==> src/sv/llp_ram.sv <==
// Generic single-port-write, single-port-read RAM with registered read data.
module llp_ram #(
    parameter int WIDTH = 8,
    parameter int DEPTH = 16
) (
    input  logic                     aclk,
    input  logic                     we,
    input  logic [$clog2(DEPTH)-1:0] waddr,
    input  logic [WIDTH-1:0]         wdata,
    input  logic                     re,
    input  logic [$clog2(DEPTH)-1:0] raddr,
    output logic [WIDTH-1:0]         rdata
);

    logic [WIDTH-1:0] mem [DEPTH];

    always_ff @(posedge aclk) begin
        if (we) begin
            mem[waddr] <= wdata;
        end
        if (re) begin
            rdata <= mem[raddr];
        end
    end

endmodule

==> config.mk <==
export PLATFORM = sky130hd
export DESIGN_NAME = llp_ram
export DESIGN_NICKNAME = d
export VERILOG_FILES = /design/src/sv/llp_ram.sv
export SDC_FILE = /design/constraint.sdc
export NUM_CORES = 1
export LEC_CHECK = 0
export BUFFER_PORTS_ARGS = -buffer_cell sky130_fd_sc_hd__buf_2
export CAP_MARGIN = 30
export CORE_ASPECT_RATIO = 0.7
export CORE_MARGIN = 2
export CORE_UTILIZATION = 53
export DETAILED_ROUTE_END_ITERATION = 6
export GPL_ROUTABILITY_DRIVEN = 0
export PLACE_DENSITY = 0.67
export SYNTH_ARGS = -nofsm -noshare
export SYNTH_HDL_FRONTEND = slang
export SYNTH_SLANG_ARGS = --single-unit
==> constraint.sdc <==
create_clock -name aclk -period 3.08 [get_ports aclk]
set_input_delay 0.616 -clock aclk [delete_from_list [all_inputs] [get_ports aclk]]
set_output_delay 0.616 -clock aclk [all_outputs]
set_load 0.005 [all_outputs]
Word-level counts from Yosys, hierarchy flattened
Memories as Yosys holds them, arrays and structs flattened. A register that Yosys moved wholly into a read port is not among the register bits.
Cells that the tools add are included.
W data, S select, Z words.

operators by class
  multiplexer cells = 2

operators with widths
  operator  count
  $mux W1   2

storage, ports and cells
  bits in registers = 0
  memory bits (writable) = 128
  bits of input ports = 19
  output and inout bits = 8
  word-level logic and storage cells = 3
  memories kept = 1

memory list
  memory  depth  bits a word  read ports  clocked after Yosys merged registers in  wr ports  RTL line  source
  mem     16     8            1           1                                        1         15        logic [WIDTH-1:0] mem [DEPTH];

Logic depth before layout (Yosys ltp)
  depth after elaboration = 2
  gate-level depth with buffers = 5
  gate-level depth less buffers = 3

Worst setup path before layout
No wires, ideal clock.

  kind = input -> register
  from = in waddr[2]
  to = mem mem[0][0], enable pin
  library setup time = 383 ps
  arrival = 1726 ps
  data required time = 2697 ps
  slack = 971 ps
  cell stages on the path = 2
  path buffers = 0
  path through = or3b_2 -> nor3_1

RTL lines
  what             RTL line  source
  start, declared  8         input logic [$clog2(DEPTH)-1:0] waddr,
  end, declared    15

No word-level cell before the write port.

==> reports/metrics.sh <==
WORST-R2R-SETUP-SLACK_NS=1.53
RSZ_0062_RAISED_AFTER_GLOBAL_ROUTING='no'
LEAKAGEPOWER_nW=2.052
POSTCTSRESIZEDCELLS=0
FINAL_SETUP_VIOLS=0
SYNTH-ASYNC-RESET-RATIO_PCT=0
SYNTH_SEQ_AREA_SHARE_PCT=78.12
SYNTH_TOP_CELL_AREA_SHARE_PCT=78.12
HOLD_DEPTH=1
DRT.ANTENNA.VIOLATING_NETS=0
TIMING.SETUP.CRITICAL_PATH_CLASS='input pin to register'
GRT-BUSIEST-LAYER='met1'
FIRST_GLOBAL_VIAS=2430
GLOBAL_ROUTE.USAGE.MET1_PCT=34.78
MAPPEDNETLISTNETS=248
POST_CTS_REPAIR_SETUP_BUFFERS=0
HOLD_PATH.CLASS='input pin to register'
POWER-PER-CELL-AREA_mW_PER_MM2=690.4
POST-SYNTH-TOP-AREA-CELL='sky130_fd_sc_hd__edfxtp_1'
CLOCKBUFFERDEPTH=2
GRT_PASS1_WL_MM=15.41
DETAILED_ROUTE_ITER0_VIOLATIONS=273
CTS_ROOT_BUF='sky130_fd_sc_hd__clkbuf_16'
CRITICAL_PATH.CELL_CHAIN='buf_2 -> buf_12 -> mux4_1 -> a22oi_1 -> nand2_1'
DRV_SLEW=0
DESIGN.FINAL.NETS=297
FINAL_MIN_PERIOD_OVER_CLOCK_PERIOD_PCT=59.47
MAX_FREQ_MHz=545.9
CLK-INSERTION-DELAY-LATE_NS=0.41
CLOCK_SINK_COUNT=136
POSTPLACECELLAREA_SQ_MM=0.005549
FINISHED_LAYOUT_CELL_AREA_SQ_MM=0.006115
CRITICAL_PATH_PEAK_FANOUT=19
YOSYS.CELL_TYPES.COUNT=18
NUMBER_OF_FILL_CELLS_IN_THE_LAYOUT=619
YS_WARN_COUNT=0
GRT_USE_MET3_PCT=6.872
PLACE_WORST_SETUP_SLACK_NS=0.7876
SYNTH_TOP_FLOP_CELL='sky130_fd_sc_hd__edfxtp_1'
GRT_UTIL_ALL_LAYERS_PCT=21.53
VDD_IR_DROP_MAX_uV=627.3
CTS_HOLD_REPAIR.BUFFERS=0
TRITONCTS='built'
I_O_BUFFERS=26
CRITICAL_PATH.REG2REG.STARTPOINT='mem[1][2]'
WORST_PATH_MAX_DELAY_CELL='sky130_fd_sc_hd__mux4_1'
FINAL_LAYOUT_SIZE_SUFFIX_GT1_SHARE_PCT=28.72
AREAGROWTHSYNTHTOFINISH_PCT=16.97
CPPEAKSTAGEDELAY_NS=0.58
DR.PASS1.ITERS=5
SETUP.WORST_PATH.START_CLASS='input pin'
FLOORPLAN.DIE.HEIGHT_UM=87.09
VIA_PER_INST=5.885
FIN_SKEW_NS=0.009537
END_KIND='register'
SYN-INSTANCE-COUNT=229
CTS_HTREE_LEVELS=4
INITIAL_UTILIZATION_PCT=54.19
HOLD_VIOL=0
SYNTH_AREA_SQ_MM=0.005228
GRT_START_MAX_NET_PINS=20
WORST_SLACK_NS=1.248
CLK_PIN_SLEW_NS=0.06
MAXSLEWHEADROOM_PCT=39.93
REQUIRED_TIME_OF_THE_CRITICAL_PATH_NS=3.24
HOLD_PATH_STARTPOINT='re'
REMAINING_DRC_ERRORS=0
MAX-CAP-VIOLATIONS=0
NUMBER_OF_FLOPS_MAPPED_TO_ENABLE_CELLS_BY_YOSYS=136
ROWS=30
USE_MET2_PCT=27.62
FLOORPLAN.DIE.WIDTH_UM=122.7
CTS_INSERTED_BUFFERS=17
CORE-AREA_SQ_MM=0.009647
TIGHTESTPINTRANSITION_NS=0.8977
R2R_CELLS=3
NUM_ANTENNA_CELLS=0
GLOBALROUTE.TOTALOVERFLOW=0
WIRE_PER_INST_UM=24.28
ROUTED_WIRELENGTH_MM=10.13
POSTSYNTHAREAPERCELL_SQ_UM=22.83
POSTSYNTHREGISTERBITS=136
DP_HPWL_MM=6.737
MIN_TO='rdata[1]'
DIE-AREA_SQ_MM=0.01069
GRT_ANTENNA_BEFORE_REPAIR=0
IO_PINS=27
TIMING.CRITICAL_PATH.ARRIVAL_NS=1.99
REG_TO_REG_END='rdata[2]'
POST-ROUTE-MIN-PERIOD_NS=1.832
WHS_NS=0.5750
FINALSETUPTNS_NS=0
STATUS='finished, final reports clean'
NUM_VIAS=2454
YOSYS-TOP-CELLS-AREA='sky130_fd_sc_hd__edfxtp_1 (78%), sky130_fd_sc_hd__mux4_2 (7.8%), sky130_fd_sc_hd__mux4_1 (7.0%)'
-- registers in the layout, indices dropped and copies added (netlist names) --
register and flops:
rdata 8, mem 128
-- per-layer routing --
layer | vias to the layer above | share of wire (%) | wire length [um]
li1 | 1079 | - | -
met1 | 1261 | 47 | 4789
met2 | 108 | 43 | 4398
met3 | 6 | 8.6 | 871
met4 | 0 | 0.64 | 65
met5 | - | 0 | 0
-- placed cells by master, fill, tap and decap left out, drive strengths merged --
cell type	instances
or3b	1
bufinv	3
clkinv	5
a22oi	16
clkinvlp	3
buf	40
nand2b	2
nand3b	2
clkbuf	19
nor2	13
and2	1
nand2	9
nor3	4
mux4	32
edfxtp	136
and2b	1
nor2b	1
nand3	1
-- metrics by stage --
stage	power, mW	util [%]	instances
2_1_floorplan	2.238	-	229
3_3_place_gp	2.322	57.52	387
3_5_place_dp	2.328	57.52	387
4_1_cts	4.250	63.39	417
5_1_grt	4.349	63.39	417
6_report	4.221	63.39	417
-- worst max-delay path: cells and delay by family --
family	cells	cell delay, ns
buf+inv	2	0.40
mux	1	0.58
simple gates	1	0.08
compound gates	1	0.29
-- kinds of logic after synthesis --
family,count (synthesis),synth area share [%]
AO/OA/AOI/OAI,16,2.298
flip-flops,136,78.12
buffers and inverters,10,1.651
AND/OR/NAND/NOR,35,3.136
multiplexers,32,14.79
-- cell usage after synthesis (2+ instances only) --
cell,instances
sky130_fd_sc_hd__edfxtp_1,136
sky130_fd_sc_hd__nand2_1,9
sky130_fd_sc_hd__clkdlybuf4s25_2,3
sky130_fd_sc_hd__nor2_1,13
sky130_fd_sc_hd__buf_2,3
sky130_fd_sc_hd__mux4_2,18
sky130_fd_sc_hd__nand3b_1,2
sky130_fd_sc_hd__a22oi_1,16
sky130_fd_sc_hd__buf_6,3
sky130_fd_sc_hd__mux4_1,14
sky130_fd_sc_hd__nor3_1,4
sky130_fd_sc_hd__nand2b_1,2
-- cell type report --
class	count	area, sq um	share of cell area (%)
repair buffers	40	247.7	4.052
multi-input cells	83	1057	17.29
well taps	128	160.2	2.619
clock inverters	11	132.6	2.169
flip-flops and latches	136	4084	66.79
clock buffers	19	432.9	7.080
-- power breakdown --
part | leakage [nW] | total (mW) | switching, mW | internal [mW]
Sequential | 1.24 | 2.10 | 0.0129 | 2.09
Clock | 0.265 | 1.93 | 0.685 | 1.25
Combinational | 0.551 | 0.188 | 0.109 | 0.0788
-- how the worst max path moves through the flow --
stage          cells after the start  slack (ns)        end  startpoint
2_1_floorplan                      2        0.97  mem[0][0]    waddr[2]
3_3_place_gp                       5        0.79   rdata[1]    raddr[0]
3_5_place_dp                       5        0.79   rdata[1]    raddr[0]
4_1_cts                            5        1.22   rdata[1]    raddr[0]
5_1_grt                            5        1.14   rdata[1]    raddr[0]
6_report                           5        1.25   rdata[1]    raddr[0]
Power figures use the tool's default switching activity.
