==> src/sv/llp_pkg.sv <==
// Shared types, constants and the LL(1) production table for the expression parser.
package llp_pkg;

    // Stack geometry
    localparam int STACK_DEPTH = 1024;
    localparam int ADDR_W      = $clog2(STACK_DEPTH);
    localparam int SP_W        = $clog2(STACK_DEPTH + 1);

    // Field widths
    localparam int TOK_W  = 5;
    localparam int SYM_W  = 6;
    localparam int NERR_W = 11;
    localparam int ERR_W  = 16;

    localparam logic [NERR_W-1:0] NERR_MAX = {NERR_W{1'b1}};
    localparam logic [ERR_W-1:0]  ERR_MAX  = {ERR_W{1'b1}};

    // Terminal codes
    localparam logic [TOK_W-1:0] T_END   = 5'd0;
    localparam logic [TOK_W-1:0] T_ID    = 5'd1;
    localparam logic [TOK_W-1:0] T_INT   = 5'd2;
    localparam logic [TOK_W-1:0] T_FLT   = 5'd3;
    localparam logic [TOK_W-1:0] T_TRUE  = 5'd4;
    localparam logic [TOK_W-1:0] T_FALSE = 5'd5;
    localparam logic [TOK_W-1:0] T_PLUS  = 5'd6;
    localparam logic [TOK_W-1:0] T_MINUS = 5'd7;
    localparam logic [TOK_W-1:0] T_STAR  = 5'd8;
    localparam logic [TOK_W-1:0] T_SLASH = 5'd9;
    localparam logic [TOK_W-1:0] T_MOD   = 5'd10;
    localparam logic [TOK_W-1:0] T_EQ    = 5'd11;
    localparam logic [TOK_W-1:0] T_NEQ   = 5'd12;
    localparam logic [TOK_W-1:0] T_LT    = 5'd13;
    localparam logic [TOK_W-1:0] T_GT    = 5'd14;
    localparam logic [TOK_W-1:0] T_LE    = 5'd15;
    localparam logic [TOK_W-1:0] T_GE    = 5'd16;
    localparam logic [TOK_W-1:0] T_AND   = 5'd17;
    localparam logic [TOK_W-1:0] T_OR    = 5'd18;
    localparam logic [TOK_W-1:0] T_NOT   = 5'd19;
    localparam logic [TOK_W-1:0] T_LP    = 5'd20;
    localparam logic [TOK_W-1:0] T_RP    = 5'd21;
    localparam logic [TOK_W-1:0] T_SEMI  = 5'd22;
    localparam logic [TOK_W-1:0] T_COMMA = 5'd23;

    // Nonterminal codes
    localparam logic [TOK_W-1:0] N_EXPR  = 5'd0;
    localparam logic [TOK_W-1:0] N_LOR   = 5'd1;
    localparam logic [TOK_W-1:0] N_LORP  = 5'd2;
    localparam logic [TOK_W-1:0] N_LAND  = 5'd3;
    localparam logic [TOK_W-1:0] N_LANDP = 5'd4;
    localparam logic [TOK_W-1:0] N_EQ    = 5'd5;
    localparam logic [TOK_W-1:0] N_EQP   = 5'd6;
    localparam logic [TOK_W-1:0] N_REL   = 5'd7;
    localparam logic [TOK_W-1:0] N_RELP  = 5'd8;
    localparam logic [TOK_W-1:0] N_ADD   = 5'd9;
    localparam logic [TOK_W-1:0] N_ADDP  = 5'd10;
    localparam logic [TOK_W-1:0] N_MULT  = 5'd11;
    localparam logic [TOK_W-1:0] N_MULTP = 5'd12;
    localparam logic [TOK_W-1:0] N_UNARY = 5'd13;
    localparam logic [TOK_W-1:0] N_PRIM  = 5'd14;

    // Token sets, one bit per token code
    localparam logic [31:0] SET_ATOM  = (32'd1 << T_ID) | (32'd1 << T_INT) | (32'd1 << T_FLT)
                                      | (32'd1 << T_TRUE) | (32'd1 << T_FALSE);
    localparam logic [31:0] SET_FIRST = SET_ATOM | (32'd1 << T_LP) | (32'd1 << T_NOT)
                                      | (32'd1 << T_MINUS);
    localparam logic [31:0] FOL_LOR   = (32'd1 << T_END) | (32'd1 << T_RP) | (32'd1 << T_SEMI)
                                      | (32'd1 << T_COMMA);
    localparam logic [31:0] FOL_LAND  = FOL_LOR | (32'd1 << T_OR);
    localparam logic [31:0] FOL_EQ    = FOL_LAND | (32'd1 << T_AND);
    localparam logic [31:0] FOL_REL   = FOL_EQ | (32'd1 << T_EQ) | (32'd1 << T_NEQ);
    localparam logic [31:0] FOL_ADD   = FOL_REL | (32'd1 << T_LT) | (32'd1 << T_GT)
                                      | (32'd1 << T_LE) | (32'd1 << T_GE);
    localparam logic [31:0] FOL_MULT  = FOL_ADD | (32'd1 << T_PLUS) | (32'd1 << T_MINUS);

    // Sequencer states
    typedef enum logic [2:0] {
        ST_IDLE,
        ST_FETCH,
        ST_EXEC,
        ST_PUSH,
        ST_DONE
    } llp_state_t;

    // One production: cnt symbols, s0 pushed first, the last one ends on top
    typedef struct packed {
        logic             ok;
        logic [1:0]       cnt;
        logic [SYM_W-1:0] s0;
        logic [SYM_W-1:0] s1;
        logic [SYM_W-1:0] s2;
    } expand_t;

    // Per-token result handed from the sequencer to the output register
    typedef struct packed {
        logic              overflow;
        logic              complete;
        logic [ERR_W-1:0]  error_total;
        logic [NERR_W-1:0] new_errors;
        logic              matched;
    } result_t;

    function automatic logic [SYM_W-1:0] nt_sym(input logic [TOK_W-1:0] n);
        return {1'b1, n};
    endfunction

    function automatic logic [SYM_W-1:0] t_sym(input logic [TOK_W-1:0] t);
        return {1'b0, t};
    endfunction

    // Production lookup for nonterminal nt on lookahead tok
    function automatic expand_t expand_nt(input logic [TOK_W-1:0] nt,
                                          input logic [TOK_W-1:0] tok);
        expand_t     e;
        logic [31:0] m;
        e = '0;
        m = 32'd1 << tok;
        case (nt)
            N_EXPR: begin
                if (|(m & SET_FIRST)) begin
                    e.ok = 1'b1; e.cnt = 2'd1; e.s0 = nt_sym(N_LOR);
                end
            end
            N_LOR: begin
                if (|(m & SET_FIRST)) begin
                    e.ok = 1'b1; e.cnt = 2'd2; e.s0 = nt_sym(N_LORP); e.s1 = nt_sym(N_LAND);
                end
            end
            N_LORP: begin
                if (tok == T_OR) begin
                    e.ok = 1'b1; e.cnt = 2'd3;
                    e.s0 = nt_sym(N_LORP); e.s1 = nt_sym(N_LAND); e.s2 = t_sym(tok);
                end else begin
                    e.ok = |(m & FOL_LOR);
                end
            end
            N_LAND: begin
                if (|(m & SET_FIRST)) begin
                    e.ok = 1'b1; e.cnt = 2'd2; e.s0 = nt_sym(N_LANDP); e.s1 = nt_sym(N_EQ);
                end
            end
            N_LANDP: begin
                if (tok == T_AND) begin
                    e.ok = 1'b1; e.cnt = 2'd3;
                    e.s0 = nt_sym(N_LANDP); e.s1 = nt_sym(N_EQ); e.s2 = t_sym(tok);
                end else begin
                    e.ok = |(m & FOL_LAND);
                end
            end
            N_EQ: begin
                if (|(m & SET_FIRST)) begin
                    e.ok = 1'b1; e.cnt = 2'd2; e.s0 = nt_sym(N_EQP); e.s1 = nt_sym(N_REL);
                end
            end
            N_EQP: begin
                if (tok == T_EQ || tok == T_NEQ) begin
                    e.ok = 1'b1; e.cnt = 2'd3;
                    e.s0 = nt_sym(N_EQP); e.s1 = nt_sym(N_REL); e.s2 = t_sym(tok);
                end else begin
                    e.ok = |(m & FOL_EQ);
                end
            end
            N_REL: begin
                if (|(m & SET_FIRST)) begin
                    e.ok = 1'b1; e.cnt = 2'd2; e.s0 = nt_sym(N_RELP); e.s1 = nt_sym(N_ADD);
                end
            end
            N_RELP: begin
                if (tok == T_LT || tok == T_GT || tok == T_LE || tok == T_GE) begin
                    e.ok = 1'b1; e.cnt = 2'd3;
                    e.s0 = nt_sym(N_RELP); e.s1 = nt_sym(N_ADD); e.s2 = t_sym(tok);
                end else begin
                    e.ok = |(m & FOL_REL);
                end
            end
            N_ADD: begin
                if (|(m & SET_FIRST)) begin
                    e.ok = 1'b1; e.cnt = 2'd2; e.s0 = nt_sym(N_ADDP); e.s1 = nt_sym(N_MULT);
                end
            end
            N_ADDP: begin
                if (tok == T_PLUS || tok == T_MINUS) begin
                    e.ok = 1'b1; e.cnt = 2'd3;
                    e.s0 = nt_sym(N_ADDP); e.s1 = nt_sym(N_MULT); e.s2 = t_sym(tok);
                end else begin
                    e.ok = |(m & FOL_ADD);
                end
            end
            N_MULT: begin
                if (|(m & SET_FIRST)) begin
                    e.ok = 1'b1; e.cnt = 2'd2; e.s0 = nt_sym(N_MULTP); e.s1 = nt_sym(N_UNARY);
                end
            end
            N_MULTP: begin
                if (tok == T_STAR || tok == T_SLASH || tok == T_MOD) begin
                    e.ok = 1'b1; e.cnt = 2'd3;
                    e.s0 = nt_sym(N_MULTP); e.s1 = nt_sym(N_UNARY); e.s2 = t_sym(tok);
                end else begin
                    e.ok = |(m & FOL_MULT);
                end
            end
            N_UNARY: begin
                if (tok == T_NOT || tok == T_MINUS) begin
                    e.ok = 1'b1; e.cnt = 2'd2; e.s0 = nt_sym(N_UNARY); e.s1 = t_sym(tok);
                end else if (|(m & (SET_ATOM | (32'd1 << T_LP)))) begin
                    e.ok = 1'b1; e.cnt = 2'd1; e.s0 = nt_sym(N_PRIM);
                end
            end
            N_PRIM: begin
                if (tok == T_LP) begin
                    e.ok = 1'b1; e.cnt = 2'd3;
                    e.s0 = t_sym(T_RP); e.s1 = nt_sym(N_EXPR); e.s2 = t_sym(T_LP);
                end else if (|(m & SET_ATOM)) begin
                    e.ok = 1'b1; e.cnt = 2'd1; e.s0 = t_sym(tok);
                end
            end
            default: begin
                e = '0;
            end
        endcase
        return e;
    endfunction

endpackage

==> src/sv/llp_ctrl.sv <==
// Parse sequencer: pops, expands and matches symbols on the RAM-held stack.
module llp_ctrl (
    input  logic                        aclk,
    input  logic                        aresetn,
    // token side
    input  logic                        in_valid,
    input  logic [llp_pkg::TOK_W-1:0]   in_token,
    output logic                        in_ready,
    // result side
    output logic                        res_valid,
    output llp_pkg::result_t            res,
    input  logic                        res_ready,
    // stack RAM
    output logic                        ram_we,
    output logic [llp_pkg::ADDR_W-1:0]  ram_waddr,
    output logic [llp_pkg::SYM_W-1:0]   ram_wdata,
    output logic                        ram_re,
    output logic [llp_pkg::ADDR_W-1:0]  ram_raddr,
    input  logic [llp_pkg::SYM_W-1:0]   ram_rdata
);

    llp_pkg::llp_state_t              state_reg, state_next;
    logic [llp_pkg::SP_W-1:0]         sp_reg, sp_next;
    logic [llp_pkg::TOK_W-1:0]        tok_reg, tok_next;
    logic [llp_pkg::SYM_W-1:0]        sym_reg, sym_next;
    logic [llp_pkg::SYM_W-1:0]        pend_reg, pend_next;
    logic                             src_mem_reg, src_mem_next;
    logic                             active_reg, active_next;
    logic                             matched_reg, matched_next;
    logic                             complete_reg, complete_next;
    logic                             ovf_reg, ovf_next;
    logic [llp_pkg::NERR_W-1:0]       nerr_reg, nerr_next;
    logic [llp_pkg::ERR_W-1:0]        err_reg, err_next;

    logic [llp_pkg::SYM_W-1:0]        sym_x;
    llp_pkg::expand_t                 exp_c;
    logic [llp_pkg::SP_W-1:0]         sp_m1;
    logic [llp_pkg::SP_W-1:0]         sp_p1;
    logic [llp_pkg::SP_W:0]           sp_pk;
    logic                             do_pop;
    logic                             bump;
    logic                             sync_tok;

    // Current symbol comes from the RAM after a pop, else from the top register
    assign sym_x    = src_mem_reg ? ram_rdata : sym_reg;
    assign exp_c    = llp_pkg::expand_nt(sym_x[llp_pkg::TOK_W-1:0], tok_reg);
    assign sp_m1    = sp_reg - llp_pkg::SP_W'(1);
    assign sp_p1    = sp_reg + llp_pkg::SP_W'(1);
    assign sp_pk    = {1'b0, sp_reg} + (llp_pkg::SP_W + 1)'(exp_c.cnt);
    assign sync_tok = (tok_reg == llp_pkg::T_END) || (tok_reg == llp_pkg::T_RP)
                   || (tok_reg == llp_pkg::T_SEMI);

    assign res.matched     = matched_reg;
    assign res.new_errors  = nerr_reg;
    assign res.error_total = err_reg;
    assign res.complete    = complete_reg;
    assign res.overflow    = ovf_reg;

    // State and control registers
    always_ff @(posedge aclk) begin
        if (!aresetn) begin
            state_reg  <= llp_pkg::ST_IDLE;
            sp_reg     <= '0;
            active_reg <= 1'b0;
            err_reg    <= '0;
        end else begin
            state_reg  <= state_next;
            sp_reg     <= sp_next;
            active_reg <= active_next;
            err_reg    <= err_next;
        end
    end

    // Per-token working registers
    always_ff @(posedge aclk) begin
        tok_reg      <= tok_next;
        sym_reg      <= sym_next;
        pend_reg     <= pend_next;
        src_mem_reg  <= src_mem_next;
        matched_reg  <= matched_next;
        complete_reg <= complete_next;
        ovf_reg      <= ovf_next;
        nerr_reg     <= nerr_next;
    end

    // Next state and stack access
    always_comb begin
        state_next    = state_reg;
        sp_next       = sp_reg;
        tok_next      = tok_reg;
        sym_next      = sym_reg;
        pend_next     = pend_reg;
        src_mem_next  = src_mem_reg;
        active_next   = active_reg;
        matched_next  = matched_reg;
        complete_next = complete_reg;
        ovf_next      = ovf_reg;
        nerr_next     = nerr_reg;
        err_next      = err_reg;
        ram_we        = 1'b0;
        ram_waddr     = sp_reg[llp_pkg::ADDR_W-1:0];
        ram_wdata     = sym_x;
        ram_re        = 1'b0;
        ram_raddr     = sp_m1[llp_pkg::ADDR_W-1:0];
        in_ready      = 1'b0;
        res_valid     = 1'b0;
        do_pop        = 1'b0;
        bump          = 1'b0;

        case (state_reg)
            llp_pkg::ST_IDLE: begin
                in_ready = 1'b1;
                if (in_valid) begin
                    tok_next      = in_token;
                    matched_next  = 1'b0;
                    complete_next = 1'b0;
                    ovf_next      = 1'b0;
                    nerr_next     = '0;
                    if (!active_reg) begin
                        // fresh parse: end marker in RAM, Expr held on top
                        ram_we       = 1'b1;
                        ram_waddr    = '0;
                        ram_wdata    = llp_pkg::t_sym(llp_pkg::T_END);
                        sp_next      = llp_pkg::SP_W'(1);
                        err_next     = '0;
                        active_next  = 1'b1;
                        sym_next     = llp_pkg::nt_sym(llp_pkg::N_EXPR);
                        src_mem_next = 1'b0;
                        state_next   = llp_pkg::ST_EXEC;
                    end else begin
                        state_next = llp_pkg::ST_FETCH;
                    end
                end
            end
            llp_pkg::ST_FETCH: begin
                do_pop = 1'b1;
            end
            llp_pkg::ST_EXEC: begin
                if (!sym_x[llp_pkg::SYM_W-1]) begin
                    // terminal on top
                    if (sym_x[llp_pkg::TOK_W-1:0] == tok_reg) begin
                        matched_next = 1'b1;
                        if (tok_reg != llp_pkg::T_END) begin
                            state_next = llp_pkg::ST_DONE;
                        end else begin
                            do_pop = 1'b1;
                        end
                    end else begin
                        bump   = 1'b1;
                        do_pop = 1'b1;
                    end
                end else if (!exp_c.ok) begin
                    // no production: pop on a sync token, else keep it and skip
                    bump = 1'b1;
                    if (sync_tok) begin
                        do_pop = 1'b1;
                    end else begin
                        ram_we     = 1'b1;
                        sp_next    = sp_p1;
                        state_next = llp_pkg::ST_DONE;
                    end
                end else if (exp_c.cnt == 2'd0) begin
                    do_pop = 1'b1;
                end else if (sp_pk > (llp_pkg::SP_W + 1)'(llp_pkg::STACK_DEPTH)) begin
                    ovf_next    = 1'b1;
                    sp_next     = '0;
                    active_next = 1'b0;
                    state_next  = llp_pkg::ST_DONE;
                end else if (exp_c.cnt == 2'd1) begin
                    sym_next     = exp_c.s0;
                    src_mem_next = 1'b0;
                end else if (exp_c.cnt == 2'd2) begin
                    ram_we       = 1'b1;
                    ram_wdata    = exp_c.s0;
                    sp_next      = sp_p1;
                    sym_next     = exp_c.s1;
                    src_mem_next = 1'b0;
                end else begin
                    ram_we       = 1'b1;
                    ram_wdata    = exp_c.s0;
                    sp_next      = sp_p1;
                    pend_next    = exp_c.s1;
                    sym_next     = exp_c.s2;
                    src_mem_next = 1'b0;
                    state_next   = llp_pkg::ST_PUSH;
                end
            end
            llp_pkg::ST_PUSH: begin
                // second symbol of a three-symbol production
                ram_we     = 1'b1;
                ram_wdata  = pend_reg;
                sp_next    = sp_p1;
                state_next = llp_pkg::ST_EXEC;
            end
            llp_pkg::ST_DONE: begin
                res_valid = 1'b1;
                if (res_ready) begin
                    state_next = llp_pkg::ST_IDLE;
                end
            end
            default: begin
                state_next = llp_pkg::ST_IDLE;
            end
        endcase

        // saturating error counts
        if (bump) begin
            if (nerr_reg != llp_pkg::NERR_MAX) nerr_next = nerr_reg + llp_pkg::NERR_W'(1);
            if (err_reg != llp_pkg::ERR_MAX)   err_next  = err_reg + llp_pkg::ERR_W'(1);
        end

        // pop: empty stack completes the parse, else read the next entry
        if (do_pop) begin
            if (sp_reg == '0) begin
                complete_next = 1'b1;
                active_next   = 1'b0;
                state_next    = llp_pkg::ST_DONE;
            end else begin
                ram_re       = 1'b1;
                sp_next      = sp_m1;
                src_mem_next = 1'b1;
                state_next   = llp_pkg::ST_EXEC;
            end
        end
    end

endmodule

==> config.mk <==
export PLATFORM = sky130hd
export DESIGN_NAME = llp_ctrl
export DESIGN_NICKNAME = d
export VERILOG_FILES = /design/src/sv/llp_pkg.sv /design/src/sv/llp_ctrl.sv
export SDC_FILE = /design/constraint.sdc
export NUM_CORES = 1
export LEC_CHECK = 0
export BUFFER_PORTS_ARGS = -buffer_cell sky130_fd_sc_hd__buf_2
export CORE_MARGIN = 1
export CORE_UTILIZATION = 45
export CTS_CLUSTER_DIAMETER = 80
export CTS_CLUSTER_SIZE = 14
export DETAILED_ROUTE_END_ITERATION = 12
export GPL_TIMING_DRIVEN = 0
export HOLD_SLACK_MARGIN = 0.05
export PLACE_DENSITY = 0.76
export SYNTH_ARGS = -nofsm -noshare
export SYNTH_HDL_FRONTEND = slang
export SYNTH_SLANG_ARGS = --single-unit
==> constraint.sdc <==
create_clock -name aclk -period 6.6 [get_ports aclk]
set_input_delay 1.65 -clock aclk [delete_from_list [all_inputs] [get_ports aclk]]
set_output_delay 1.65 -clock aclk [all_outputs]
set_load 0.01 [all_outputs]
## Yosys cells after proc, flatten, opt, wreduce, memory -nomap -nowiden

Index checks and enable logic that the tools add are counted.

| operators by class | value |
|---|---|
| add/subtract/negate cells | 5 |
| order comparisons | 1 |
| equal/unequal tests | 58 |
| shift operators | 1 |
| multiplexer cells | 138 |
| bitwise gates (word level) | 4 |
| reduce and logical (&&, ||, !) cells | 32 |

Operator list:

| kind | number |
|---|---|
| 11-bit 2-to-1 mux | 14 |
| 9-bit case mux with 15 select lines | 1 |
| 20-bit 2-to-1 mux | 6 |
| 6-bit 2-to-1 mux | 16 |
| 15-bit 2-to-1 mux | 6 |
| 6-bit case mux with 14 select lines | 1 |
| 16-bit 2-to-1 mux | 5 |
| 5-bit by 4-bit equality test with 1-bit output, second input constant | 15 |
| 1-bit 2-to-1 mux | 54 |
| 9-bit 2-to-1 mux | 5 |
| 6-bit case mux with 7 select lines | 1 |
| 3-bit 2-to-1 mux | 13 |
| 5-bit equality test, second input constant | 7 |
| 11-bit case mux with 3 select lines | 1 |
| 5-bit by 3-bit equality test with 1-bit output, second input constant | 6 |
| 10-bit 2-to-1 mux | 3 |
| 1-bit by 5-bit left shift with 24-bit output, first input constant | 1 |
| 11-bit by 1-bit adder with 11-bit output, second input constant | 2 |
| 2-bit != test, second input constant | 10 |
| 6-bit case mux with 3 select lines | 1 |
| 16-bit by 1-bit adder with 16-bit output, second input constant | 1 |
| 16-bit != test, second input constant | 1 |
| 8-bit OR reduction | 2 |
| 3-bit case mux with 5 select lines | 1 |
| 40 further kinds | 66 |

| storage, ports and cells | value |
|---|---|
| bits in registers | 63 |
| output and inout port bits | 60 |

## Depth between registers and ports, before layout

Gate-level depths: netlist (run 1).

| logic depth | value |
|---|---|
| depth after elaboration | 15 |
| mapped depth | 22 |
| gate-level depth less buffers | 20 |

## Worst setup path after synthesis (run 1)

Ideal clock, no wire load.

| path | value |
|---|---|
| kind | input to output |
| from | input ram_rdata[2] (netlist bit) |
| to | output ram_we |
| arrival | 5.207 ns |
| required time | 4.950 ns |
| slack | -0.257 ns |
| cell stages on the path | 17 |
| cells stage by stage | mux2i_1 -> nand2_1 -> nor3b_1 -> or2_2 -> nor2_1 -> nand3_1 -> ha_1 -> inv_1 -> fa_1 -> nor4b_1 -> o311a_1 -> a21oi_1 -> or4_1 -> clkbuf_1 -> o21ai_2 -> and3_1 -> or3_1 |

| on the way | value |
|---|---|
| cells in the longest elaborated chain, start to end | 10 |
| elaborated cells between the ends (all ways) | 27 |

Ends and longest elaborated chain:

| what | line | text |
|---|---|---|
| from (decl) | llp_ctrl.sv:19 | `input logic [llp_pkg::SYM_W-1:0] ram_rdata` |
| 6-bit 2-to-1 mux (*) | llp_ctrl.sv:45 | `assign sym_x = src_mem_reg ? ram_rdata : sym_reg;` |
| 5-bit by 4-bit equality test with 1-bit output, or another cell as far along | llp_pkg.sv:117 | `case (nt)` |
| 9-bit case mux with 15 select lines (*) | llp_pkg.sv:117 |  |
| 11-bit by 2-bit adder with 12-bit output / 2-bit by 1-bit equality test with 1-bit output (equally long branches) | llp_ctrl.sv:49, llp_ctrl.sv:169 |  |
| 12-bit by 11-bit greater-than comparator with 1-bit output / 1-bit 2-to-1 mux (equally long branches) | llp_ctrl.sv:164, llp_ctrl.sv:169 |  |
| 1-bit 2-to-1 mux | llp_ctrl.sv:164 | `end else if (sp_pk > (llp_pkg::SP_W + 1)'(llp_pkg::STACK_DEPTH)) begin` |
| 1-bit 2-to-1 mux | llp_ctrl.sv:162 | `end else if (exp_c.cnt == 2'd0) begin` |
| 1-bit 2-to-1 mux (*) | llp_ctrl.sv:152 | `end else if (!exp_c.ok) begin` |
| 1-bit 2-to-1 mux (*) | llp_ctrl.sv:139 | `if (!sym_x[llp_pkg::SYM_W-1]) begin` |
| 1-bit case mux with 3 select lines (*) | llp_ctrl.sv:110 | `case (state_reg)` |
| to (decl) | llp_ctrl.sv:14 | `output logic ram_we,` |

Every way passes the cells marked *; elsewhere a longest branch is shown, timed or not.

## Worst setup path after layout (run 1)

| path | value |
|---|---|
| from | input ram_rdata[3] (netlist bit) |
| to | output ram_wdata[5] (netlist bit) |

| on the way | value |
|---|---|
| cells in the longest elaborated chain, start to end | 10 |
| elaborated cells between the ends (all ways) | 27 |

Ends and longest elaborated chain:

| what | line | text |
|---|---|---|
| 6-bit 2-to-1 mux (*) | llp_ctrl.sv:45 |  |
| 5-bit by 4-bit equality test with 1-bit output, or another cell as far along | llp_pkg.sv:117 |  |
| 9-bit case mux with 15 select lines (*) | llp_pkg.sv:117 |  |
| 11-bit by 2-bit adder with 12-bit output / 2-bit by 1-bit equality test with 1-bit output (equally long branches) | llp_ctrl.sv:49, llp_ctrl.sv:169 |  |
| 12-bit by 11-bit greater-than comparator with 1-bit output / 6-bit 2-to-1 mux (equally long branches) | llp_ctrl.sv:164, llp_ctrl.sv:169 |  |
| 6-bit 2-to-1 mux | llp_ctrl.sv:164 |  |
| 6-bit 2-to-1 mux | llp_ctrl.sv:162 |  |
| 6-bit 2-to-1 mux (*) | llp_ctrl.sv:152 |  |
| 6-bit 2-to-1 mux (*) | llp_ctrl.sv:139 |  |
| 6-bit case mux with 3 select lines (*) | llp_ctrl.sv:110 |  |
| to (decl) | llp_ctrl.sv:16 | `output logic [llp_pkg::SYM_W-1:0] ram_wdata,` |

Marked as above.

==> flow_summary_export.csv, run 1 <==
group,metric,value,unit
floorplanning,fp.dieW,113.4,µm
sta,worst_pin_slew,1130,ps
finish,n_antenna_cell,0,
worst_setup_path,critPathMostFrequentCell,"nor3_4",
worst_setup_path,cp_cell_sequence,"buf_6, nand2_1, o22a_2, nor3_4, a211o_1, nor3b_4, and3_4, fa_2, nand2b_4, nor3_4, o311a_4, a21oi_4, or4_4, buf_8, nor3_2, o21ai_1, a22o_1, buf_2",
synthesis,ffs_latches_synth,63,
sta,setup_repair_after_global_routing_missed_its_margin,"true",
floorplanning,die_outline_area,12850,µm²
sta,fin_crit,6946,ps
global_routing,grt_max_degree,13,
floorplanning,ios,75,
sta,final-max-slew-violation-count,0,
worst_setup_path,crit_slowest_cell,"or4_4",
worst_setup_path,cp-start-kind,"input port",
power_and_ir_drop,final_total_pwr,0.002714,W
worst_setup_path,cell_class_contributing_the_biggest_share_of_worst_path_delay,"simple AND/OR/NAND/NOR gates",
route,num_vias,6506,
finish,synthToLayoutAreaGrowth,29.93,%
route,route.antenna.remaining_nets,0,
floorplanning,placementRows,40,
clocking,cts_max_level,3,
synthesis,synth_seq_area_share,0.2601,
global_routing,grt_pass1_wl,30640,µm
clocking,clock_latency_on_the_worst_skew_pair,340,ps
sta,timing.final.ws_setup,-345.8,ps
worst_setup_path,worstPathRequired,4950,ps
route,drt_pre_antenna_iters,5,
synthesis,yosys-mux-area-fraction,0.03341,
route,initialDrtViolationCount,619,
sta,slew_headroom,0.2406,
clocking,cts_sinks,63,
worst_setup_path,cp_data_arrival_time,5300,ps
finish,final_net_count,884,
finish,largest_reg_flops,16,
floorplanning,floorplan.initialDensity,0.4627,
status,status,"complete, but fails checks",
synthesis,postSynth.topFlopCell,"dfxtp_1",
clocking,clock_tree_from_tritoncts,"done",
synthesis,synth_compound_gate_area_share,0.2702,
sta,fin_skew,11.94,ps
clocking,clk_pin_slew,60,ps
synthesis,synth_enable_flop_cells,19,
synthesis,number_of_instances_in_the_synthesized_netlist,733,
synthesis,synth_warnings,0,
synthesis,synthDistinctLibCells,85,
power_and_ir_drop,leakagePower,2.881,nW
synthesis,syn_avg_cell_area,7.613,µm²
floorplanning,chipHeight,113.4,µm
clocking,cts-root-to-sink-buffers,2,
worst_setup_path,critPathBufInv,3,
sta,final-setup-viol-count,7,
clocking,postCtsHoldBufs,0,
route,route.detailed.wl_per_inst,18.58,µm
clocking,tritoncts.num_buffers,9,
sta,fmax,0.1440,GHz
finish,layout_common_cells,"buf_2 (79), nand2_1 (72), nor2_1 (60), buf_4 (45)",
global_routing,groute.usage.overall,0.3006,
finish,final.fill_count,1098,
min_path,worst_hold_path_type,"reg2reg",
synthesis,main_combinational_cell_family_by_area_after_synthesis,"simple AND/OR/NAND/NOR gates",
placed_design,globalplace.congestion,0.9680,
placed_design,place.port_buffers,74,
synthesis,post_synth_fa_ha_maj_area_fraction,0.02377,
synthesis,synthXorXnorAreaFrac,0.03139,
worst_setup_path,cpPeakStageDelay,430,ps
power_and_ir_drop,power_per_cell_area,374.3,nW/µm²
route,routed_wirelength,19180,µm
global_routing,antenna_violations_before_repair,0,
sta,period_share,1.052,
synthesis,mappedNetlistArea,5580,µm²
sta,timing.final.hold_violations,0,
route,drt_drc_violations_left,0,
synthesis,proportion_of_synthesized_flip_flops_having_asynchronous_set_or_reset,0,
finish,drive_above_1_share,0.2743,
finish,postLayoutCellArea,7251,µm²
status,violations_in_the_final_reports,"negative setup slack",
floorplanning,core_region_area,12060,µm²
synthesis,syn_nets,758,
worst_setup_path,worstSetupEndpointType,"output port",
synthesis,post_synth_and_or_nand_nor_area_fraction,0.3117,
route,via_per_inst,6.304,
finish,mostFrequentLayoutCell,"buf_2",
power_and_ir_drop,ir_drop,0.1955,mV
worst_setup_path,path_max_fanout,5,
flow_run,max_cap_violations,0,
placed_design,detailed_place.area,6241,µm²
placed_design,hpwl,13070,µm
sta,finalSetupTns,-1837,ps
finish,layout.core_utilization,0.6011,
global_routing,gr-total-overflow,0,
global_routing,first_global_vias,5985,
worst_setup_path,cp_class,"in2out",
clocking,clock-root-buffer,"clkbuf_16",
==> cell usage after synthesis, drive strengths merged (10+ instances only) <==
cell	number	area (µm²)
nand2	77	289.0
nor2	67	259.0
a21oi	49	249.0
dfxtp	44	880.8
o21ai	44	235.2
nand3	33	175.2
nor3	32	165.2
a31oi	27	175.2
buf	27	211.4
clkbuf	26	97.59
nand2b	23	143.9
inv	20	75.07
and3	19	118.9
edfxtp	19	570.6
nand4	14	87.58
xnor2	14	122.6
mux2i	13	141.4
nor4	12	102.6
and2	10	62.56
==> metal layers <==
| layer | share of wire | global-route usage |
|---|---|---|
| met1 | 0.42 | 0.4066 |
| met3 | 0.097 | 0.05517 |
| met2 | 0.45 | 0.4785 |
| met5 | 0 | 0 |
| met4 | 0.026 | 0.1079 |
==> cell type report <==
type,count,area (µm²),share of cell area
Buffer,53,320.3,0.04418
Tap cell,168,210.2,0.02899
Inverter,21,78.83,0.01087
Sequential cell,63,1451,0.2002
Clock inverter,5,62.56,0.008628
Multi-Input combinational cell,596,4136,0.5705
Timing Repair Buffer,115,737.0,0.1016
Clock buffer,11,254.0,0.03503
==> through the flow <==
step / cells / setup WS (ps) / hold slack (ps)
finish: 1032 / -345.8 / 470.0
global route: 1032 / -459.4 / 495.7
CTS: 1026 / -242.6 / 474.5
detailed placement: 975 / -1016 / 450.8
global placement: 975 / -1111 / 438.5
floorplan: 733 / 3.933 / 427.8
==> logic make-up (layout without fill, tap and decap cells) <==
family,after synthesis,after routing
flip-flops,63,63
XOR/XNOR,20,20
AND/OR/NAND/NOR,332,332
AO/OA/AOI/OAI,217,217
buffers and inverters,74,205
multiplexers,17,17
adder cells (fa/ha/maj),10,10
==> worst register-to-register path, cell delays in order, from the launching register on <==
cell      delay [ps]
edfxtp_1         440
buf_6            170
clkbuf_1         230
or4_1            580
nor3_4           280
or2_4            190
nor3_4            40
nor3b_4          170
and3_4           210
fa_2             400
nand2b_4         180
nor3_4           180
o311a_4          220
a21oi_4           80
buf_4            140
buf_4            130
nor2_1           340
nand3_1          260
nor3b_1          950
==> repair_timing <==
action / CTS / global route
setup buffers: 35 / 6
endpoints found under the setup margin: 7 / 7
gates cloned: 0 / 0
resized for setup: 72 / 9
pin swaps: 34 / 18
==> power by group <==
| part | total [W] | internal [W] | switching [W] |
|---|---|---|---|
| combinational | 0.00167 | 0.000645 | 0.00102 |
| sequential | 0.000533 | 0.000467 | 0.0000655 |
| clock | 0.000512 | 0.000319 | 0.000194 |
==> path summary, 6_finish.rpt <==
check / from / endpoint / slack [ps] / depth (start not counted)
setup / recovery: ram_rdata[3] / ram_wdata[5] / -350 / 18
hold / removal: complete_reg$_DFF_P_ / complete_reg$_DFF_P_ / 470 / 1
setup reg to reg: tok_reg[2]$_DFFE_PP_ / pend_reg[2]$_DFFE_PP_ / 1010 / 18
hold reg to reg: complete_reg$_DFF_P_ / complete_reg$_DFF_P_ / 470 / 1
(Power assumes the default switching activity.)
==> run 2, diff against run 1 <==
Settings changed: PLACE_DENSITY 0.76 to 0.74.
Clock period 6.6 ns to 7.1 ns, I/O delays scaled along.
==> run 2 against run 1 <==
Net effect: the run still ends with negative setup slack left; register-to-register slack worse by 410 ps; worst hold slack worse by 19 ps; final area is 3.2% higher; highest routed layer unchanged.
==> flow_summary_export.csv, run 2 (synthesis gave the netlist of run 1 again) <==
group,metric,value,unit
sta,final-max-slew-violation-count,0,
sta,worst_pin_slew,1110,ps
worst_setup_path,rrSetupSlack,600,ps
route,routed_wirelength,20060,µm
global_routing,first_global_vias,6204,
clocking,cts_sinks,63,
worst_setup_path,timing.rr.start,"tok_reg[2]$_DFFE_PP_",
floorplanning,ios,75,
clocking,clock_tree_from_tritoncts,"done",
worst_setup_path,cp_data_arrival_time,5430,ps
power_and_ir_drop,power.internal,0.001314,W
finish,final_net_count,916,
clocking,clock_latency_on_the_worst_skew_pair,340,ps
power_and_ir_drop,leakagePower,3.007,nW
sta,slew_headroom,0.2541,
min_path,min_from,"complete_reg$_DFF_P_",
placed_design,place.port_buffers,74,
worst_setup_path,worstSetupEndpointType,"output port",
global_routing,grt_max_degree,14,
finish,n_antenna_cell,0,
worst_setup_path,worstReg2RegEnd,"sp_reg[10]$_SDFF_PN0_",
placed_design,globalplace.congestion,0.9774,
global_routing,grt_pass1_wl,31300,µm
route,initialDrtViolationCount,907,
sta,fin_skew,14.17,ps
floorplanning,floorplan.initialDensity,0.4627,
sta,fmax,0.1389,GHz
power_and_ir_drop,final_total_pwr,0.002550,W
floorplanning,core_region_area,12060,µm²
flow_run,max_cap_violations,0,
sta,fin_crit,7202,ps
status,status,"complete, but fails checks",
sta,period_share,1.014,
sta,timing.final.ws_setup,-101.6,ps
worst_setup_path,path_max_fanout,6,
sta,whs,450.9,ps
route,route.detailed.wl_per_inst,18.85,µm
floorplanning,chipHeight,113.4,µm
power_and_ir_drop,ir_drop,0.1474,mV
route,drt_drc_violations_left,0,
finish,layout_common_cells,"buf_4 (80), buf_2 (79), nand2_1 (73), nor2_1 (62), dfxtp_1 (44)",
power_and_ir_drop,power_switching_share,0.4848,
clocking,clock-root-buffer,"clkbuf_16",
route,route.antenna.remaining_nets,0,
min_path,hold-path-cell-count,1,
worst_setup_path,rr_worst_depth,41,
power_and_ir_drop,clock_power_share,0.167,
floorplanning,die_outline_area,12850,µm²
floorplanning,fp.dieW,113.4,µm
route,via_per_inst,6.417,
worst_setup_path,cp-start-kind,"input port",
worst_setup_path,cp_class,"in2out",
power_and_ir_drop,power.net_switching,0.001236,W
finish,largest_reg_flops,16,
placed_design,hpwl,13070,µm
power_and_ir_drop,power_per_cell_area,340.9,nW/µm²
worst_setup_path,worstPathRequired,5330,ps
finish,synthToLayoutAreaGrowth,34.04,%
floorplanning,placementRows,40,
global_routing,antenna_violations_before_repair,0,
clocking,cts-root-to-sink-buffers,2,
route,num_vias,6828,
min_path,worst_hold_path_type,"reg2reg",
finish,drive_above_1_share,0.2991,
power_and_ir_drop,comb_power_share,0.637,
finish,layout.core_utilization,0.6201,
sta,timing.final.hold_violations,0,
route,drt_pre_antenna_iters,5,
clocking,clk_pin_slew,50,ps
min_path,hold-path-endpoint,"complete_reg$_DFF_P_",
sta,final-setup-viol-count,7,
sta,setup_repair_after_global_routing_missed_its_margin,"true",
clocking,tritoncts.num_buffers,9,
status,violations_in_the_final_reports,"negative setup slack",
finish,mostFrequentLayoutCell,"buf_4",
clocking,cts_max_level,3,
global_routing,groute.usage.overall,0.3055,
clocking,postCtsHoldBufs,0,
placed_design,dp_slack,-1311,ps
global_routing,gr-total-overflow,0,
power_and_ir_drop,seqPwrFrac,0.196,
[run 2: layer usage]
layer | wire length (µm) | vias up | share of wire | global-route usage
met3 | 2077 | 100 | 0.10 | 0.06481
met5 | 0 | - | 0 | 0
met2 | 8775 | 459 | 0.44 | 0.4630
li1 | - | 3086 | - | -
met4 | 906 | 0 | 0.045 | 0.1447
met1 | 8296 | 3183 | 0.41 | 0.4135
[run 2: power by group through the flow]
stage / registers [W] / clock network, W / logic (W)
final: 0.000499 / 0.000427 / 0.00162
after CTS: 0.000493 / 0.000427 / 0.00150
after floorplan: 0.000483 / 0 / 0.000904
after global placement: 0.000494 / 0 / 0.00128
after global routing: 0.000504 / 0.000444 / 0.00174
after detailed placement: 0.000495 / 0 / 0.00128
[run 2: cell type report]
type / count / area [µm²]
Buffer: 52 / 305.3
Clock buffer: 9 / 225.2
Clock inverter: 7 / 56.30
Fill cell: 1070 / 4582
Inverter: 21 / 81.33
Multi-Input combinational cell: 596 / 4159
Sequential cell: 63 / 1451
Tap cell: 168 / 210.2
Timing Repair Buffer: 148 / 991.0
[run 2: repair_timing]
item / 4_1_cts / 5_1_grt
endpoints found under the setup margin: 7 / 8
pin swaps: 27 / 32
resized for setup: 64 / 39
buffers inserted: 57 / 17
[run 2: critical path: stages]
cell and delay (ps):
buf_8 110, and4b_1 290, a31oi_4 70, nor4_4 360, buf_4 190, nor3_4 30, nor3b_4 160, and3_4 180
fa_2 410, nand2b_4 180, nor3_4 160, o311a_1 250, a21oi_4 100, or4_4 520, buf_6 150, nor3_1 150
a211o_1 170, buf_2 140
[run 2: worst max path at each step]
| stage | from | end | slack (ps) | cells past startpoint |
|---|---|---|---|---|
| after floorplan | ram_rdata[0] | ram_wdata[5] | 20 | 18 |
| after global placement | ram_rdata[0] | ram_wdata[0] | -1300 | 20 |
| after detailed placement | ram_rdata[0] | ram_we | -1310 | 19 |
| after CTS | ram_rdata[2] | ram_wdata[4] | 2 | 19 |
| after global routing | ram_rdata[3] | ram_we | -200 | 19 |
| final | ram_rdata[0] | ram_wdata[4] | -100 | 18 |
[run 2: metrics by stage]
stage | TNS, ps | std cells | cell area, µm²
6_report | -462.5 | 1064 | 7480
4_1_cts | 0 | 1047 | 7178
5_1_grt | -1182 | 1064 | 7480
3_5_place_dp | -8492 | 975 | 6165
2_1_floorplan | 0 | 733 | 5584
3_3_place_gp | -8568 | 975 | 6165
==> run 3, diff against run 2 <==
Settings changed: BUFFER_PORTS_ARGS -buffer_cell sky130_fd_sc_hd__buf_2 to -buffer_cell sky130_fd_sc_hd__clkbuf_2.
==> run 3 against run 2 <==
Net effect: the flow still finishes with violations (negative setup slack); utilization decreased by 1.6 points; global-route usage is 1.0 points lower; non-clock buffer count is 20 lower; worst setup slack gained 7.8 ps; combinational power down 5%; count of clock-buffer cells in the layout grew 1; die area is the same; sequential share of layout area grew 0.53 points; critical endpoint unchanged; largest cell class unchanged.
==> flow_summary_export.csv, run 3 (synthesis gave the netlist of run 1 again) <==
group,metric,value,unit
clocking,cts-root-to-sink-buffers,2,
global_routing,grt_max_degree,13,
sta,fmax,0.1390,GHz
clocking,clock_latency_on_the_worst_skew_pair,330,ps
clocking,cts_sinks,63,
clocking,cts_max_level,3,
finish,mostFrequentLayoutCell,"nand2_1",
status,violations_in_the_final_reports,"negative setup slack",
global_routing,gr-total-overflow,0,
global_routing,groute.usage.overall,0.2950,
power_and_ir_drop,leakagePower,2.882,nW
worst_setup_path,cp_data_arrival_time,5420,ps
finish,fin_cells,1044,
finish,layout.core_utilization,0.6036,
flow_run,max_cap_violations,0,
placed_design,placedCellCount,975,
sta,fin_skew,7.397,ps
route,via_per_inst,6.404,
route,drt_drc_violations_left,0,
sta,worst_pin_slew,1075,ps
route,route.detailed.wl_per_inst,18.57,µm
finish,largest_reg_flops,16,
sta,final-setup-viol-count,6,
power_and_ir_drop,power_per_cell_area,340.2,nW/µm²
route,initialDrtViolationCount,747,
sta,timing.final.ws_setup,-93.82,ps
floorplanning,fp.dieW,113.4,µm
placed_design,globalplace.congestion,0.9605,
route,top_signal_layer_used,"met4",
finish,n_antenna_cell,0,
min_path,min_from,"complete_reg$_DFF_P_",
floorplanning,placementRows,40,
worst_setup_path,cp_cell_sequence,"buf_12, nor3_4, a21o_1, and3_4, or2_4, nor3_4, nor3b_4, and3_4, inv_4, ha_4, a21o_1, a211o_1, nand2_2, a21oi_4, nor4_4, o211ai_1, a21oi_2, nor2_1, a211o_1, buf_2",
global_routing,grt_pass1_wl,30330,µm
finish,drive_above_1_share,0.2763,
clocking,clock-root-buffer,"clkbuf_16",
route,route.antenna.remaining_nets,0,
worst_setup_path,worstPathRequired,5330,ps
clocking,clk_pin_slew,60,ps
global_routing,antenna_violations_before_repair,0,
worst_setup_path,worst_setup_path_startpoint,"ram_rdata[4]",
route,routed_wirelength,19390,µm
sta,final-max-slew-violation-count,0,
finish,final-seq-area,1451,µm²
sta,slew_headroom,0.2779,
worst_setup_path,path_max_fanout,4,
floorplanning,ios,75,
clocking,postCtsHoldBufs,0,
worst_setup_path,crit_slowest_cell,"a211o_1",
finish,multiInputGateArea,4083,µm²
floorplanning,core_region_area,12060,µm²
floorplanning,chipHeight,113.4,µm
finish,final_net_count,896,
sta,timing.final.hold_violations,0,
worst_setup_path,worstSetupEndpointType,"output port",
worst_setup_path,cp_class,"in2out",
worst_setup_path,cell_class_contributing_the_biggest_share_of_worst_path_delay,"compound AO/OA/AOI/OAI gates",
finish,final.fill_count,1067,
finish,synthToLayoutAreaGrowth,30.47,%
floorplanning,floorplan.initialDensity,0.4627,
worst_setup_path,timing.rr.start,"tok_reg[0]$_DFFE_PP_",
route,wl_met1,8097,µm
floorplanning,die_outline_area,12850,µm²
status,status,"complete, but fails checks",
sta,setup_repair_after_global_routing_missed_its_margin,"true",
placed_design,hpwl,13130,µm
min_path,worst_hold_path_type,"reg2reg",
route,num_vias,6686,
global_routing,first_global_vias,5900,
power_and_ir_drop,ir_drop,0.1724,mV
clocking,clock_tree_from_tritoncts,"done",
sta,fin_crit,7194,ps
clocking,tritoncts.num_buffers,9,
worst_setup_path,cp-start-kind,"input port",
route,detailroute.wirelength.met2,8620,µm
route,met3RoutedLength,1962,µm
worst_setup_path,critPathBufInv,3,
finish,layout_common_cells,"nand2_1 (74), clkbuf_2 (66), nor2_1 (64), buf_4 (57), a21oi_1 (45)",
worst_setup_path,cpPeakStageDelay,310,ps
placed_design,place.port_buffers,74,
sta,period_share,1.013,
sta,finalSetupTns,-339.3,ps
route,drt_pre_antenna_iters,6,
## run 3: changes by cell type in the layout (fill, tap and decap cells not counted), sizes merged
cell,delta
clkinv,+2
inv,-2
buf,-87
clkinvlp,-1
clkbuf,+68
## run 3: cell type report
type	count	area share
clock inverter	6	0.005843
tap	168	0.02887
multi-input combinational	596	0.5608
sequential	63	0.1993
inverter	21	0.01117
timing repair buffer	128	0.1177
clock buffer	10	0.03437
buffer	52	0.04193
## run 3: final timing paths
path | slack, ps | cells past startpoint | end
setup reg to reg | 1710 | 18 | pend_reg[0]$_DFFE_PP_
setup / recovery | -90 | 20 | ram_wdata[4]
hold reg to reg | 480 | 1 | complete_reg$_DFF_P_
hold / removal | 480 | 1 | complete_reg$_DFF_P_
## run 3: where the power goes
group          leakage (nW)  switching, W  internal, W
clock network         0.148      0.000181     0.000258
logic                  2.20      0.000947     0.000593
registers             0.538     0.0000634     0.000434
total                  2.88       0.00119      0.00129
## run 3: timing repair
action | 4_1_cts | 5_1_grt
setup buffers | 31 | 23
pin swaps | 24 | 27
endpoints found under the setup margin | 7 | 7
resized for setup | 59 | 31
hold endpoints to repair | 0 | 0
## run 3: through the flow
| stage | worst slack, ps | instance area (µm²) | hold WS (ps) | power (W) |
|---|---|---|---|---|
| 2_1_floorplan | 20.27 | 5584 | 427.8 | 0.001387 |
| 3_5_place_dp | -1313 | 6165 | 449.4 | 0.001779 |
| 6_report | -93.82 | 7281 | 475.0 | 0.002477 |
| 3_3_place_gp | -1300 | 6165 | 438.6 | 0.001774 |
| 4_1_cts | -15.19 | 6992 | 474.3 | 0.002352 |
| 5_1_grt | -187.3 | 7281 | 494.5 | 0.002606 |
## run 3: per-layer routing
layer  vias to the layer above  track usage
met3                        80      0.05142
li1                       3046            -
met4                         0       0.1386
met2                       433       0.4515
met5                         -            0
met1                      3127       0.4032
